`src/design/piu_pkg.sv`:
```
// Shared types, constants and the field-count table of the packed index unpacker.
`default_nettype none
package piu_pkg;

	localparam int unsigned WORD_W  = 32;
	localparam int unsigned BYTE_W  = 8;
	localparam int unsigned WID_W   = 6;
	localparam int unsigned CNT_W   = 13;
	localparam int unsigned POS_W   = 12;
	localparam int unsigned CFG_W   = 13;
	localparam int unsigned IDX_W   = 1;

	localparam logic [IDX_W-1:0] REG_BITS_PER_ENTRY = 1'd0;
	localparam logic [IDX_W-1:0] REG_ENTRY_COUNT    = 1'd1;

	localparam logic [WID_W-1:0] WID_RESET = 6'd4;
	localparam logic [CNT_W-1:0] CNT_RESET = 13'd4096;
	localparam logic [WID_W-1:0] WID_MAX   = 6'd32;

	// One classified word waiting for the serializer.
	typedef struct packed {
		logic [WORD_W-1:0] word;
		logic [WORD_W-1:0] mask;
		logic [WID_W-1:0]  width;
		logic [WID_W-1:0]  per_word;
	} piu_entry_t;

	// Fields per 32-bit word for a field width of 1..32.
	function automatic logic [WID_W-1:0] fields_per_word(input logic [WID_W-1:0] w);
		logic [WID_W-1:0] n;
		unique case (w) inside
			6'd1:            n = 6'd32;
			6'd2:            n = 6'd16;
			6'd3:            n = 6'd10;
			6'd4:            n = 6'd8;
			6'd5:            n = 6'd6;
			6'd6:            n = 6'd5;
			6'd7, 6'd8:      n = 6'd4;
			[6'd9:6'd10]:    n = 6'd3;
			[6'd11:6'd16]:   n = 6'd2;
			default:         n = 6'd1;
		endcase
		return n;
	endfunction

endpackage
`default_nettype wire

```
`src/design/piu_front.sv`:
```
// Front end: accepts a packed word and classifies it by field width.
`default_nettype none
module piu_front (
	input  wire logic                        clk,
	input  wire logic                        arst_n,
	input  wire logic                        in_valid,
	output logic                             in_ready,
	input  wire logic [piu_pkg::BYTE_W-1:0]  byte0,
	input  wire logic [piu_pkg::BYTE_W-1:0]  byte1,
	input  wire logic [piu_pkg::BYTE_W-1:0]  byte2,
	input  wire logic [piu_pkg::BYTE_W-1:0]  byte3,
	input  wire logic [piu_pkg::WID_W-1:0]   bits_per_entry,
	output logic                             ent_valid,
	input  wire logic                        ent_ready,
	output piu_pkg::piu_entry_t              ent
);
	import piu_pkg::*;

	logic             valid_s1;
	piu_entry_t       ent_s1;
	logic [WID_W-1:0] width;
	piu_entry_t       ent_d;

	// zero width reads as 1, anything above 32 as 32
	always_comb begin
		if (bits_per_entry == '0) begin
			width = 6'd1;
		end else if (bits_per_entry > WID_MAX) begin
			width = WID_MAX;
		end else begin
			width = bits_per_entry;
		end
		ent_d.word     = {byte3, byte2, byte1, byte0};
		ent_d.width    = width;
		ent_d.per_word = fields_per_word(width);
		ent_d.mask     = (width == WID_MAX) ? '1 : ((WORD_W'(1) << width) - WORD_W'(1));
	end

	assign in_ready  = !valid_s1 || ent_ready;
	assign ent_valid = valid_s1;
	assign ent       = ent_s1;

	always_ff @(posedge clk or negedge arst_n) begin
		if (!arst_n) begin
			valid_s1 <= 1'b0;
		end else if (in_ready) begin
			valid_s1 <= in_valid;
		end
	end

	always_ff @(posedge clk) begin
		if (in_valid && in_ready) begin
			ent_s1 <= ent_d;
		end
	end

endmodule
`default_nettype wire

```
`src/design/piu_queue.sv`:
```
// Two-entry queue between the front end and the serializer.
`default_nettype none
module piu_queue (
	input  wire logic                 clk,
	input  wire logic                 arst_n,
	input  wire logic                 push_valid,
	output logic                      push_ready,
	input  wire piu_pkg::piu_entry_t  push_ent,
	output logic                      pop_valid,
	input  wire logic                 pop,
	output piu_pkg::piu_entry_t       pop_ent
);
	import piu_pkg::*;

	piu_entry_t slot_q [2];
	logic       wr_ptr_q;
	logic       rd_ptr_q;
	logic [1:0] fill_q;
	logic       do_push;
	logic       do_pop;

	assign push_ready = (fill_q != 2'd2);
	assign pop_valid  = (fill_q != 2'd0);
	assign pop_ent    = slot_q[rd_ptr_q];
	assign do_push    = push_valid && push_ready;
	assign do_pop     = pop && pop_valid;

	always_ff @(posedge clk or negedge arst_n) begin
		if (!arst_n) begin
			wr_ptr_q <= 1'b0;
			rd_ptr_q <= 1'b0;
			fill_q   <= 2'd0;
		end else begin
			if (do_push) begin
				wr_ptr_q <= !wr_ptr_q;
			end
			if (do_pop) begin
				rd_ptr_q <= !rd_ptr_q;
			end
			if (do_push && !do_pop) begin
				fill_q <= fill_q + 2'd1;
			end else if (do_pop && !do_push) begin
				fill_q <= fill_q - 2'd1;
			end
		end
	end

	always_ff @(posedge clk) begin
		if (do_push) begin
			slot_q[wr_ptr_q] <= push_ent;
		end
	end

endmodule
`default_nettype wire

```
`src/design/piu_back.sv`:
```
// Serializer: emits one field per cycle while the output is not stalled and tracks the position in the array.
`default_nettype none
module piu_back #(
	parameter int unsigned MAX_ENTRIES = 4096
) (
	input  wire logic                        clk,
	input  wire logic                        arst_n,
	input  wire logic [piu_pkg::CNT_W-1:0]   entry_count,
	input  wire logic                        q_valid,
	output logic                             q_pop,
	input  wire piu_pkg::piu_entry_t         q_ent,
	output logic                             out_valid,
	input  wire logic                        out_ready,
	output logic [piu_pkg::WORD_W-1:0]       entry_value,
	output logic [piu_pkg::POS_W-1:0]        entry_position,
	output logic                             word_done,
	output logic                             array_done
);
	import piu_pkg::*;

	localparam int unsigned CNT_CAP = (MAX_ENTRIES > 8191) ? 8191 : MAX_ENTRIES;
	localparam logic [CNT_W-1:0] CAP = CNT_W'(CNT_CAP);

	logic              busy_q;
	logic [WORD_W-1:0] data_q;
	logic [WORD_W-1:0] mask_q;
	logic [WID_W-1:0]  width_q;
	logic [WID_W-1:0]  left_q;
	logic [CNT_W-1:0]  done_q;
	logic              out_valid_q;
	logic [WORD_W-1:0] value_q;
	logic [POS_W-1:0]  pos_q;
	logic              wdone_q;
	logic              adone_q;

	logic [CNT_W-1:0]  count;
	logic [CNT_W-1:0]  pos;
	logic [CNT_W-1:0]  pos_nx;
	logic              last_arr;
	logic              last_word;
	logic              emit;

	always_comb begin
		if (entry_count == '0) begin
			count = CNT_W'(1);
		end else if (entry_count > CAP) begin
			count = CAP;
		end else begin
			count = entry_count;
		end
	end

	// a count lowered mid-array restarts the array
	assign pos       = (done_q >= count) ? '0 : done_q;
	assign pos_nx    = pos + CNT_W'(1);
	assign last_arr  = (pos_nx == count);
	assign last_word = (left_q == WID_W'(1)) || last_arr;
	assign emit      = busy_q && (!out_valid_q || out_ready);
	assign q_pop     = q_valid && (!busy_q || (emit && last_word));

	assign out_valid      = out_valid_q;
	assign entry_value    = value_q;
	assign entry_position = pos_q;
	assign word_done      = wdone_q;
	assign array_done     = adone_q;

	always_ff @(posedge clk or negedge arst_n) begin
		if (!arst_n) begin
			busy_q      <= 1'b0;
			done_q      <= '0;
			out_valid_q <= 1'b0;
		end else begin
			if (q_pop) begin
				busy_q <= 1'b1;
			end else if (emit && last_word) begin
				busy_q <= 1'b0;
			end
			if (emit) begin
				done_q <= last_arr ? '0 : pos_nx;
			end
			if (emit) begin
				out_valid_q <= 1'b1;
			end else if (out_ready) begin
				out_valid_q <= 1'b0;
			end
		end
	end

	always_ff @(posedge clk) begin
		if (q_pop) begin
			data_q  <= q_ent.word;
			mask_q  <= q_ent.mask;
			width_q <= q_ent.width;
			left_q  <= q_ent.per_word;
		end else if (emit) begin
			data_q <= data_q >> width_q;
			left_q <= left_q - WID_W'(1);
		end
		if (emit) begin
			value_q <= data_q & mask_q;
			pos_q   <= pos[POS_W-1:0];
			wdone_q <= last_word;
			adone_q <= last_arr;
		end
	end

endmodule
`default_nettype wire

```
`src/design/packed_index_unpacker_core.sv`:
```
// Top level of the packed index unpacker: config registers, front end, queue, serializer.
//
// Usage:
//  - Input channel (in_valid/in_ready) takes one 32-bit word as byte0..byte3,
//    byte0 least significant. Each word holds floor(32/bits_per_entry) fields.
//  - Output channel (out_valid/out_ready) gives one field per word transfer:
//    entry_value, entry_position, word_done on the last field of a word and
//    array_done on the last entry of an array (which also ends the word).
//  - Config port: cfg_we with cfg_idx 0 writes bits_per_entry, 1 writes
//    entry_count. Write only while the block is idle.
//  - Path: a word passes the front register, a queue slot and the serializer's
//    word register; its first field then shows from the output register.
//  - Throughput: one field per cycle while out_ready holds, set by the
//    serializer's output register. A word gives floor(32/width) fields (1 to 32),
//    fewer when an array ends inside it; the front end and two-entry queue keep
//    taking words meanwhile, so fields stream without gaps.
//  - Reset: bits_per_entry = 4, entry_count = 4096, array position 0, queue
//    and output empty.
//  - When the receiver stalls the output word holds, the serializer stops,
//    and in_ready drops once the queue and front register are full.
`default_nettype none
module packed_index_unpacker_core #(
	parameter int unsigned MAX_ENTRIES = 4096
) (
	input  wire logic                        clk,
	input  wire logic                        arst_n,
	input  wire logic                        cfg_we,
	input  wire logic [piu_pkg::IDX_W-1:0]   cfg_idx,
	input  wire logic [piu_pkg::CFG_W-1:0]   cfg_wdata,
	input  wire logic                        in_valid,
	output logic                             in_ready,
	input  wire logic [piu_pkg::BYTE_W-1:0]  byte0,
	input  wire logic [piu_pkg::BYTE_W-1:0]  byte1,
	input  wire logic [piu_pkg::BYTE_W-1:0]  byte2,
	input  wire logic [piu_pkg::BYTE_W-1:0]  byte3,
	output logic                             out_valid,
	input  wire logic                        out_ready,
	output logic [piu_pkg::WORD_W-1:0]       entry_value,
	output logic [piu_pkg::POS_W-1:0]        entry_position,
	output logic                             word_done,
	output logic                             array_done
);
	import piu_pkg::*;

	logic [WID_W-1:0] bpe_q;
	logic [CNT_W-1:0] cnt_q;

	logic             fe_valid;
	logic             fe_ready;
	piu_entry_t       fe_ent;
	logic             q_valid;
	logic             q_pop;
	piu_entry_t       q_ent;

	// configuration registers, raw values; clamping happens where they are used
	always_ff @(posedge clk or negedge arst_n) begin
		if (!arst_n) begin
			bpe_q <= WID_RESET;
			cnt_q <= CNT_RESET;
		end else if (cfg_we) begin
			unique case (cfg_idx)
				REG_BITS_PER_ENTRY: bpe_q <= cfg_wdata[WID_W-1:0];
				REG_ENTRY_COUNT:    cnt_q <= cfg_wdata[CNT_W-1:0];
				default:            ;
			endcase
		end
	end

	piu_front u_front (
		.clk            (clk),
		.arst_n         (arst_n),
		.in_valid       (in_valid),
		.in_ready       (in_ready),
		.byte0          (byte0),
		.byte1          (byte1),
		.byte2          (byte2),
		.byte3          (byte3),
		.bits_per_entry (bpe_q),
		.ent_valid      (fe_valid),
		.ent_ready      (fe_ready),
		.ent            (fe_ent)
	);

	piu_queue u_queue (
		.clk        (clk),
		.arst_n     (arst_n),
		.push_valid (fe_valid),
		.push_ready (fe_ready),
		.push_ent   (fe_ent),
		.pop_valid  (q_valid),
		.pop        (q_pop),
		.pop_ent    (q_ent)
	);

	piu_back #(
		.MAX_ENTRIES (MAX_ENTRIES)
	) u_back (
		.clk            (clk),
		.arst_n         (arst_n),
		.entry_count    (cnt_q),
		.q_valid        (q_valid),
		.q_pop          (q_pop),
		.q_ent          (q_ent),
		.out_valid      (out_valid),
		.out_ready      (out_ready),
		.entry_value    (entry_value),
		.entry_position (entry_position),
		.word_done      (word_done),
		.array_done     (array_done)
	);

	// end of an array always closes the word
	a_array_ends_word: assert property (@(posedge clk) disable iff (!arst_n)
		out_valid && array_done |-> word_done)
		else $error("array_done without word_done");

	// an accepted word is in the front register on the next cycle
	a_front_loads: assert property (@(posedge clk) disable iff (!arst_n)
		in_valid && in_ready |=> fe_valid)
		else $error("accepted word lost in front end");

	// the serializer only pulls from a non-empty queue
	a_pop_valid: assert property (@(posedge clk) disable iff (!arst_n)
		q_pop |-> q_valid)
		else $error("pop from empty queue");

	// once a word is taken from the queue, a result follows unless the output stalls
	a_pop_emits: assert property (@(posedge clk) disable iff (!arst_n)
		q_pop && out_ready |=> ##1 out_valid)
		else $error("loaded word produced no result");

endmodule
`default_nettype wire

```
`config.mk`:
```
export PLATFORM = sky130hd
export DESIGN_NAME = packed_index_unpacker_core
export DESIGN_NICKNAME = d
export VERILOG_FILES = /design/src/design/piu_pkg.sv /design/src/design/piu_front.sv /design/src/design/piu_queue.sv /design/src/design/piu_back.sv /design/src/design/packed_index_unpacker_core.sv
export SDC_FILE = /design/constraint.sdc
export NUM_CORES = 1
export LEC_CHECK = 0
export ABC_AREA = 1
export BUFFER_PORTS_ARGS = -buffer_cell sky130_fd_sc_hd__buf_2
export CORE_MARGIN = 4
export CORE_UTILIZATION = 30
export DETAILED_ROUTE_END_ITERATION = 6
export PLACE_DENSITY_LB_ADDON = 0.1
export SYNTH_ARGS = -nofsm -noshare
export SYNTH_HDL_FRONTEND = slang
export SYNTH_HIERARCHICAL = 1
export SYNTH_SLANG_ARGS = --single-unit
```
`constraint.sdc`:
```
create_clock -name clk -period 6 [get_ports clk]
set_clock_uncertainty 0.1 [all_clocks]
set_input_delay 0.3 -clock clk [delete_from_list [all_inputs] [get_ports clk]]
set_output_delay 0.3 -clock clk [all_outputs]
set_load 0.1 [all_outputs]
```
==> metrics.txt <==
Starting DRT DRC Count=832; Initial Utilization=30.5%; vias in the first global route=12730; drt total wl=49100 um; Final Max Tran Viols=0; syn_area_per_cell=10.1 um^2; share of the synthesized area in the top cell type=58.0%; Slew HR=34.1%; register bit total from synthesis=389; M1 wire length=22800 um; Critical Path RT=6140 ps; Max Cap Viol=0; Area contributors post-synth=edfxtp_1 (58%), nand2_1 (14%), dfrtp_1 (5.1%); via count=12660; Post-synth EDFFs=350; post-route setup TNS=0 ps; sequential share of the synthesized area=63.4%; Final Cycle Share=90.2%; gr ovfl total=0; VDD IR-drop max=259 uV; HP Class=in2reg; most numerous cell in the Yosys netlist=nand2_1; Mapped Area=0.0181 mm^2; I/O pin total=99; Hold Path Origin=cfg_idx; Fmax achieved=185 MHz; die height=254 um; reg2reg setup slack=590 ps; final setup fails=0; Skew-Pair Late Insertion Delay=560 ps; post-route ant nets=0; Worst R2R Path Depth=33; number of distinct library cells after synthesis=57; Highest Signal Layer=met4; H-tree depth=2; Residual DRC=0; largest net degree at the start of global routing=78; Worst Hold Path EP=cnt_q[7]; worst reg2reg endpoint=u_back/data_q[19]; critical path's most frequent cell=nand2_1; cell at the slowest stage of the critical path=dfrtp_1; slowest cell delay on critical path=390 ps; status=completed; signal arrival time at the worst endpoint=5560 ps; fin cells=2743; Mapped Cells=1788; Tmin final=5410 ps; DRT Pass-1 Iters=7; area of the die=0.0644 mm^2; Post-synth top cells=nand2_1 (655), edfxtp_1 (350), nand3_1 (155); static leakage=9.00 nW; crit path kind=reg2reg; CTS tree=yes; cell taking the most area after synthesis=edfxtp_1; layout cells sized above 1=14.3%; Die Width=254 um; clock-pin slew of the registers on the worst-case setup and hold paths=60 ps; core area=0.0594 mm^2; P&R area growth vs syn=17.8%; dominant synthesized flop cell=edfxtp_1; initial antenna violation count=0; CTS max path bufs=3; CTS resizes=0; WL met2=23400 um; Critical Path End Type=flop; Hold Vio Cnt, Final=0; dpl ws=598 ps; type of origin of the critical path=flop; Inst Count DP=2609; synth warn=6; via density per instance=4.62; root buffer cell=clkbuf_16; Hold Crit Depth=3; Post-synth ARST share=10.0%; IO Port Bufs=98; Antenna diodes=0; Final Worst Setup Slack=587 ps; post-DP HPWL=34000 um; worst hold slack=39.2 ps; GR Util All Layers=15.3%; clk sink count=389; worst-margin pin slew=989 ps; worst-path fanout max=40; first-pass GRT wire length=75900 um; FF-to-FF Start=cnt_q[10]; post-layout util=36.0%; FILL cells=6036; met3 WL=1770 um; RSZ-0062 raised after global routing=false; GP Congestion=0.890; CTS Buf Count=46; routed wire length per instance=17.9 um; num rows=89; nets=2004; power per cell area=539 mW/mm^2
[power by group]
part           total [mW]  leakage (nW)  switching [mW]  internal [mW]
sequential           4.54          3.86           0.448           4.09
combinational        4.20          4.41            3.30          0.900
clock                2.76         0.729            1.08           1.69
[flip-flops by register name, indices dropped and copies added (netlist names)]
signal,count
u_queue/fill_q,2
cnt_q,13
u_front/ent_valid,1
u_back/entry_value,32
u_back/out_valid,1
u_back/width_q,6
u_back/data_q,32
u_back/word_done,1
u_back/entry_position,12
u_queue/rd_ptr_q,1
u_back/left_q,6
u_queue/wr_ptr_q,1
bpe_q,6
u_back/done_q,13
u_back/busy_q,1
u_front/ent,76
u_back/mask_q,32
u_queue/slot_q,152
u_back/array_done,1
[stage by stage]
stage | cell area, um^2 | power (mW)
global placement | 19300 | 8.85
CTS | 21300 | 11.7
global route | 21300 | 12.2
detailed placement | 19300 | 8.85
finish | 21300 | 11.5
floorplan | 18100 | 7.66
[area by class of cell]
type	count	area [um^2]	share of cell area, %
flip-flops and latches	389	11500	53.8
well taps	773	967	4.53
repair buffers	166	1150	5.41
inverters	159	604	2.83
clock buffers	58	1220	5.71
clock inverters	25	272	1.27
multi-input cells	1173	5640	26.4
[critical path: cells and delay by family, from the launching register on]
kind                       cells  cell delay, ps
and+or+nand+nor               26            3020
buffers and inverters          5             970
adders and majority gates      2             560
DFF                            1             390
[cell usage in the layout (no fill, tap or decap), drive strengths merged, types with 2 or more instances in the layout]
master	synthesis	routed
o22ai	15	15
bufinv	0	6
xor2	3	3
nand3	174	174
dfstp	2	2
clkbuf	24	58
dfrtp	37	37
inv	152	153
a31oi	4	4
nand3b	4	4
o31ai	2	2
nor3	16	16
nor2	123	123
o21bai	3	3
edfxtp	350	350
buf	44	115
o221ai	3	3
nand2	678	678
o21ai	64	64
nand4	23	23
dlygate4sd3	0	51
conb	1	2
a21oi	20	20
xnor2	3	3
ha	18	18
clkinv	7	24
mux2i	3	3
o211ai	8	8
[worst max-delay path by stage]
stage	startpoint	to	slack (ps)	cells after the start
after floorplan	cnt_q[10]	u_queue/fill_q[1]	1000	36
after global placement	cnt_q[10]	u_back/data_q[20]	560	33
after detailed placement	cnt_q[10]	u_back/data_q[20]	600	33
after CTS	cnt_q[10]	u_back/data_q[19]	590	33
after global routing	cnt_q[10]	u_back/data_q[19]	40	33
final	cnt_q[10]	u_back/data_q[19]	590	33
[repair_timing]
item / in CTS / in global routing
hold buffers: 51 / 0
setup buffers: 0 / 0
hold endpoints to repair: 90 / 0
[kinds of logic after synthesis]
kind of cell    synth area share (%)
mux                            0.166
other cells                   0.0207
fa+ha+maj                       1.24
buf+inv                         5.65
xor+xnor                       0.290
flops                           63.4
simple gates                    25.3
compound gates                  3.96
[per-layer routing]
layer	GRT usage (%)	up-vias
met2	25.6	219
met4	4.14	0
li1	-	6298
met5	0	-
met3	2.20	70
met1	21.0	6073
Power figures use the tool's default switching activity.
